[config.mk]
export PLATFORM = sky130hd
export DESIGN_NAME = smeu_div
export DESIGN_NICKNAME = d
export VERILOG_FILES = /design/src/design/smeu_pkg.sv /design/src/design/smeu_div.sv
export SDC_FILE = /design/constraint.sdc
export NUM_CORES = 1
export LEC_CHECK = 0
export ABC_CLOCK_PERIOD_IN_PS = 14000
export BUFFER_PORTS_ARGS = -buffer_cell sky130_fd_sc_hd__buf_2
export CAP_MARGIN = 20
export CORE_MARGIN = 2
export CORE_UTILIZATION = 50
export DETAILED_ROUTE_END_ITERATION = 8
export PLACE_DENSITY = 0.7
export SKIP_LAST_GASP = 1
export SLEW_MARGIN = 0
export SYNTH_ARGS = -nofsm -noshare
export SYNTH_HDL_FRONTEND = slang
export SYNTH_SLANG_ARGS = --single-unit
[constraint.sdc]
create_clock -name clk -period 14 [get_ports clk]
set_input_delay 4.2 -clock clk [delete_from_list [all_inputs] [get_ports clk]]
set_output_delay 4.2 -clock clk [all_outputs]
set_load 0.1 [all_outputs]
[src/design/smeu_pkg.sv]
// ----------------------------------------------------------------------------
// smeu_pkg
// Shared types and constants of the stack machine execute unit.
// ----------------------------------------------------------------------------
package smeu_pkg;

	localparam int STACK_DEPTH      = 64;
	localparam int LOCALS_PER_FRAME = 16;
	localparam int PC_BITS          = 16;
	localparam int SP_W  = $clog2(STACK_DEPTH + 1);
	localparam int SA_W  = $clog2(STACK_DEPTH);
	localparam int LA_W  = $clog2(LOCALS_PER_FRAME) > 0 ? $clog2(LOCALS_PER_FRAME) : 1;
	localparam int LM_W  = $clog2(STACK_DEPTH * LOCALS_PER_FRAME);
	localparam int DIV_CNT_W = 7;

	typedef enum logic [3:0] {
		OP_PUSH = 4'd0, OP_POP = 4'd1, OP_SWAP = 4'd2, OP_LOAD = 4'd3,
		OP_STORE = 4'd4, OP_EXIT = 4'd5, OP_CALL = 4'd6, OP_RET = 4'd7,
		OP_ADD = 4'd8, OP_SUB = 4'd9, OP_MUL = 4'd10, OP_DIV = 4'd11
	} op_t;

	localparam logic [1:0] HS_RUN = 2'd0, HS_EXIT = 2'd1, HS_END = 2'd2, HS_ERR = 2'd3;

	localparam logic [2:0] ER_NONE = 3'd0, ER_SOVF = 3'd1, ER_SUNF = 3'd2, ER_LIDX = 3'd3,
		ER_FOVF = 3'd4, ER_FUNF = 3'd5, ER_DIVZ = 3'd6, ER_BAD = 3'd7;

	localparam logic [1:0] CFG_PLEN = 2'd0, CFG_SLIM = 2'd1, CFG_NLOC = 2'd2;

	typedef enum logic [2:0] {
		ST_IDLE, ST_READ, ST_EXEC, ST_DIV, ST_MUL, ST_WB, ST_OUT
	} state_t;

	typedef struct packed {
		logic        start;
		logic [63:0] a;
		logic [63:0] b;
	} div_req_t;

	typedef struct packed {
		logic        done;
		logic [63:0] q;
	} div_rsp_t;

endpackage

[src/design/smeu_div.sv]
// ----------------------------------------------------------------------------
// smeu_div
// Radix-2 restoring signed divider, truncating, one quotient bit a cycle.
// ----------------------------------------------------------------------------
module smeu_div (
	input  logic               clk,
	input  logic               arst_n,
	input  smeu_pkg::div_req_t req,
	output smeu_pkg::div_rsp_t rsp
);
	import smeu_pkg::*;

	logic [63:0] rem_q, quo_q, dvs_q;
	logic        neg_q, busy_q, done_q;
	logic [DIV_CNT_W-1:0] cnt_q;
	logic [64:0] trial;

	assign trial = {rem_q, quo_q[63]} - {1'b0, dvs_q};

	always_ff @(posedge clk or negedge arst_n) begin
		if (!arst_n) begin
			busy_q <= 1'b0;
			done_q <= 1'b0;
			cnt_q  <= '0;
		end else begin
			done_q <= 1'b0;
			if (req.start) begin
				busy_q <= 1'b1;
				cnt_q  <= DIV_CNT_W'(64);
			end else if (busy_q) begin
				cnt_q <= cnt_q - 1'b1;
				if (cnt_q == DIV_CNT_W'(1)) begin
					busy_q <= 1'b0;
					done_q <= 1'b1;
				end
			end
		end
	end

	always_ff @(posedge clk) begin
		if (req.start) begin
			rem_q <= '0;
			quo_q <= req.a[63] ? 64'(0 - req.a) : req.a;
			dvs_q <= req.b[63] ? 64'(0 - req.b) : req.b;
			neg_q <= req.a[63] ^ req.b[63];
		end else if (busy_q) begin
			if (!trial[64]) begin
				rem_q <= trial[63:0];
				quo_q <= {quo_q[62:0], 1'b1};
			end else begin
				rem_q <= {rem_q[62:0], quo_q[63]};
				quo_q <= {quo_q[62:0], 1'b0};
			end
		end
	end

	assign rsp.done = done_q;
	assign rsp.q    = neg_q ? 64'(0 - quo_q) : quo_q;

endmodule

### Word-level counts from Yosys, hierarchy flattened

Cells that the tools add are included.

* word-level logic and storage cells: 31
* input port bits: 131
* output and inout bits: 65
* register bits: 202

* bitwise operators: 1
* reduce and logical (&&, ||, !) cells: 1
* equality and inequality tests: 1
* muxes and demuxes: 15
* add/subtract/negate cells: 5

Operator list (number)
* 64-bit 2-to-1 mux: 5
* 1-bit by 64-bit subtractor with 64-bit output, first input constant: 3
* 65-bit by 64-bit subtractor with 65-bit output: 1
* 63-bit 2-to-1 mux: 1
* 7-bit 2-to-1 mux: 2
* 7-bit by 1-bit equality test with 1-bit output, second input constant: 1
* 1-bit 2-to-1 mux: 7
* 7-bit by 1-bit subtractor with 7-bit output, second input constant: 1
* 2-bit nonzero test: 1
* 1-bit bitwise XOR: 1

### Depth between registers and ports, before layout

* depth in word-level cells: 4
* mapped depth: 14
* depth with buffers taken out: 13

### Least setup slack after synthesis

OpenSTA, ideal clock, no wires.

* path type: reg-to-output
* start point: reg quo_q[15]
* end point: out rsp[57] (netlist bit)
* setup slack: 5.082 ns
* path buffers: 0
* cell stages (with the launch flop): 11
* arrival: 4.718 ns
* data required time: 9.800 ns
* cell sequence: edfxtp_1 > or4_4 > or4_4 > or4_4 > or4_4 > or2_4 > or3_4 > or3_4 > or3_4 > o31ai_2 > xnor2_1

RTL lines
* start: declaration: RTL line smeu_div.sv:13 `logic [63:0] rem_q, quo_q, dvs_q;`
* start signal: assignment: RTL line smeu_div.sv:43 `quo_q <= req.a[63] ? 64'(0 - req.a) : req.a;`
* start signal: assignment: RTL line smeu_div.sv:49 `quo_q <= {quo_q[62:0], 1'b1};`
* start signal: assignment: RTL line smeu_div.sv:52 `quo_q <= {quo_q[62:0], 1'b0};`
* end: declaration: RTL line smeu_div.sv:9 `output smeu_pkg::div_rsp_t rsp`

==> run summary <==
Cell Rows - 65
GR peak layer - met2
Clock-pin slew on the worst setup and hold paths - 60 ps
Reg-to-Reg Start - quo_q[63]$_DFFE_PP_
Routed WL per cell - 17.1 µm
IO Count - 196
Initial DRT Pass Iterations - 6
Final setup margin - 4650 ps
Die Height - 182 µm
Hold_buf cts - 0
Largest net degree at the start of global routing - 169
Slew Limit Fails - 0
Synth warn - 0
Status - complete, no violations
Avg Cell Area, Syn - 8.37 µm²
Syn Std Cell Area - 15800 µm²
# DRC - 0
Mapped Cells - 1883
Setup violations, final - 0
Fin nets - 2210
Initial antenna violation count - 0
DP HPWL - 30.7 mm
Commonest non-fill, non-tap cell in the layout - buf_2
Root Buffer - clkbuf_16
CP Data Arrival Time - 5150 ps
Skew-Pair Late Insertion Delay - 520 ps
Routing usage on met1 - 31.2%
Final hold vios - 0
Core Region - 31300 µm²
Routed WL - 41.7 mm
Global-route wire length before repair - 67.7 mm
Synth unique cells - 65
Post-synthesis sequential area ratio - 34.1%
Top_reg_cell synth - edfxtp_1
Synthesized Nets - 2084
RSZ-0062 raised after global routing - false
Area grow syn2layout - 12.6%
Vias per cell - 6.02
Met3 usage - 2.97%
Worst-Margin Slew - 1110 ps
Crit share post-route - 66.8%
Post-synth EDFFs - 129
All-Layer GR Usage - 24.4%
Worst Setup Start Kind - flop
Pwr/cell area - 159 nW/µm²
Final antenna-violating net count - 0
Layout cell share with drive strength beyond 1 - 13.5%
# port buffers - 195
Hold Startpoint - rem_q[1]$_SDFFE_PP0P_
Grt total ovfl - 0
CTS tree - yes
Worst hold path type - flop to flop
Max-cap violations - 0
Routing usage on met2 - 42.9%
Hold endpoint - rem_q[1]$_SDFFE_PP0P_
TritonCTS buffer count - 24
CTS H-tree depth - 1
Vias in the first global route - 13800
GP Congestion - 0.935
Leading cell types in the layout, fill and taps excluded - buf_2 (194), nor2_1 (189), o21ai_0 (169), xnor2_1 (162), a21oi_1 (142)
Die X - 182 µm
Leak pwr - 6.95 nW
Via count - 14600
Total negative slack - 0 ps
Post-CTS Setup Bufs - 0
Setup CP Type - flop to primary output
Worst VDD drop - 0.0000971 V
Num Clock Sinks - 202
Minimum clock period - 9350 ps
Starting Density - 50.3%
Synth async-reset ratio - 4.46%
Fmax - 107 MHz
Pre-CTS worst setup slack - 5200 ps
Worst flop-to-flop path endpoint - rem_q[35]$_SDFFE_PP0P_
Max-slew headroom - 26.0%
Max Root-Sink Buffers - 3
# diodes - 0
CP endpoint kind - primary output
Worst path required time - 9800 ps
Setup Skew - 7.92 ps
Flop-to-flop setup slack - 9290 ps
CP Max Fanout - 5
Die area - 33000 µm²
#FFs+latches synth - 202
1st-iter DRT viols - 1089
CTS resizes - 0
Hold Path Depth - 2
FF-to-FF path depth - 14
## cells in the mapped netlist (5+ instances only)
library cell	instances	share of area (%)
nor2b_1	9	0.36
a21boi_0	5	0.24
or2_2	8	0.32
and3_1	6	0.24
nor2_1	189	4.5
dfxtp_1	64	8.1
a211oi_1	9	0.43
nand3_1	69	2.2
or4_1	23	1.1
o31ai_1	60	2.9
nand2b_1	14	0.56
edfxtp_1	129	25
or3_1	47	1.9
a311oi_1	59	3.3
inv_1	99	2.4
xor2_1	85	4.7
xnor2_1	162	9.0
o21bai_1	12	0.57
a21o_1	26	1.2
ha_1	69	5.5
o21ai_0	169	5.4
nor3_1	27	0.86
a31oi_1	10	0.40
nor4_1	15	0.60
o21a_1	11	0.52
nand4_1	33	1.3
nand2_1	119	2.8
dfrtp_1	9	1.4
o41ai_1	29	1.6
a21oi_1	143	4.5
and2_1	7	0.28
clkbuf_1	100	2.4
## sequential cells by signal, summed over array words and instances (netlist names)
name,count
dvs_q,64
quo_q,64
rem_q,64
cnt_q,7
busy_q,1
done_q,1
neg_q,1
## report_power, final
| group | internal [mW] | switching (mW) | leakage [nW] |
|---|---|---|---|
| clock | 0.353 | 0.244 | 0.375 |
| combinational | 0.415 | 0.947 | 4.65 |
| sequential | 0.758 | 0.0979 | 1.92 |
| total | 1.53 | 1.29 | 6.95 |
## logic make-up after synthesis
group | synth area share, %
AO/OA/AOI/OAI | 23.4
XOR/XNOR | 13.7
adder cells (fa/ha/maj) | 5.60
buffers and inverters | 4.91
flip-flops | 34.1
multiplexers | 0.262
AND/OR/NAND/NOR | 18.0
## worst max-delay path: stages (launching register included)
cell,delay (ps)
edfxtp_1,450
or4_4,560
or4_4,450
or4_4,510
or4_4,480
or2_4,270
or3_4,370
or3_4,360
or3_4,380
o31ai_2,210
xnor2_1,140
buf_2,440
## metal layers
layer / wire [µm] / share of wire [%]
met1: 18000 / 43
met4: 1350 / 3.2
met5: 0 / 0
met2: 20200 / 48
met3: 2080 / 5.0
## worst max-delay path by stage
stage	cells after the start	start	slack (ps)	endpoint
global route	11	quo_q[14]$_DFFE_PP_	4470	rsp[63]
finish	11	quo_q[14]$_DFFE_PP_	4650	rsp[59]
floorplan	10	quo_q[15]$_DFFE_PP_	5080	rsp[57]
global placement	11	quo_q[15]$_DFFE_PP_	5250	rsp[63]
detailed placement	11	quo_q[14]$_DFFE_PP_	5200	rsp[61]
CTS	11	quo_q[14]$_DFFE_PP_	4630	rsp[61]
## metrics by stage
stage	utilization, %	std cells	total power, mW	hold slack, ps	instance area (µm²)
finish	56.7	2429	2.81	496	17700
global route	56.7	2429	2.98	516	17700
CTS	56.6	2428	2.82	489	17700
detailed placement	54.2	2384	2.21	482	17000
global placement	54.2	2384	2.20	468	17000
floorplan	-	1883	1.93	442	15800
## cell type report
cell class | count | area [µm²]
clock inverter | 8 | 41.3
clock buffer | 36 | 718
tap | 402 | 503
timing repair buffer | 205 | 1080
sequential | 202 | 5380
multi-input combinational | 1477 | 9640
inverter | 99 | 372
fill | 2841 | 13600
Power figures use the tool's default switching activity.
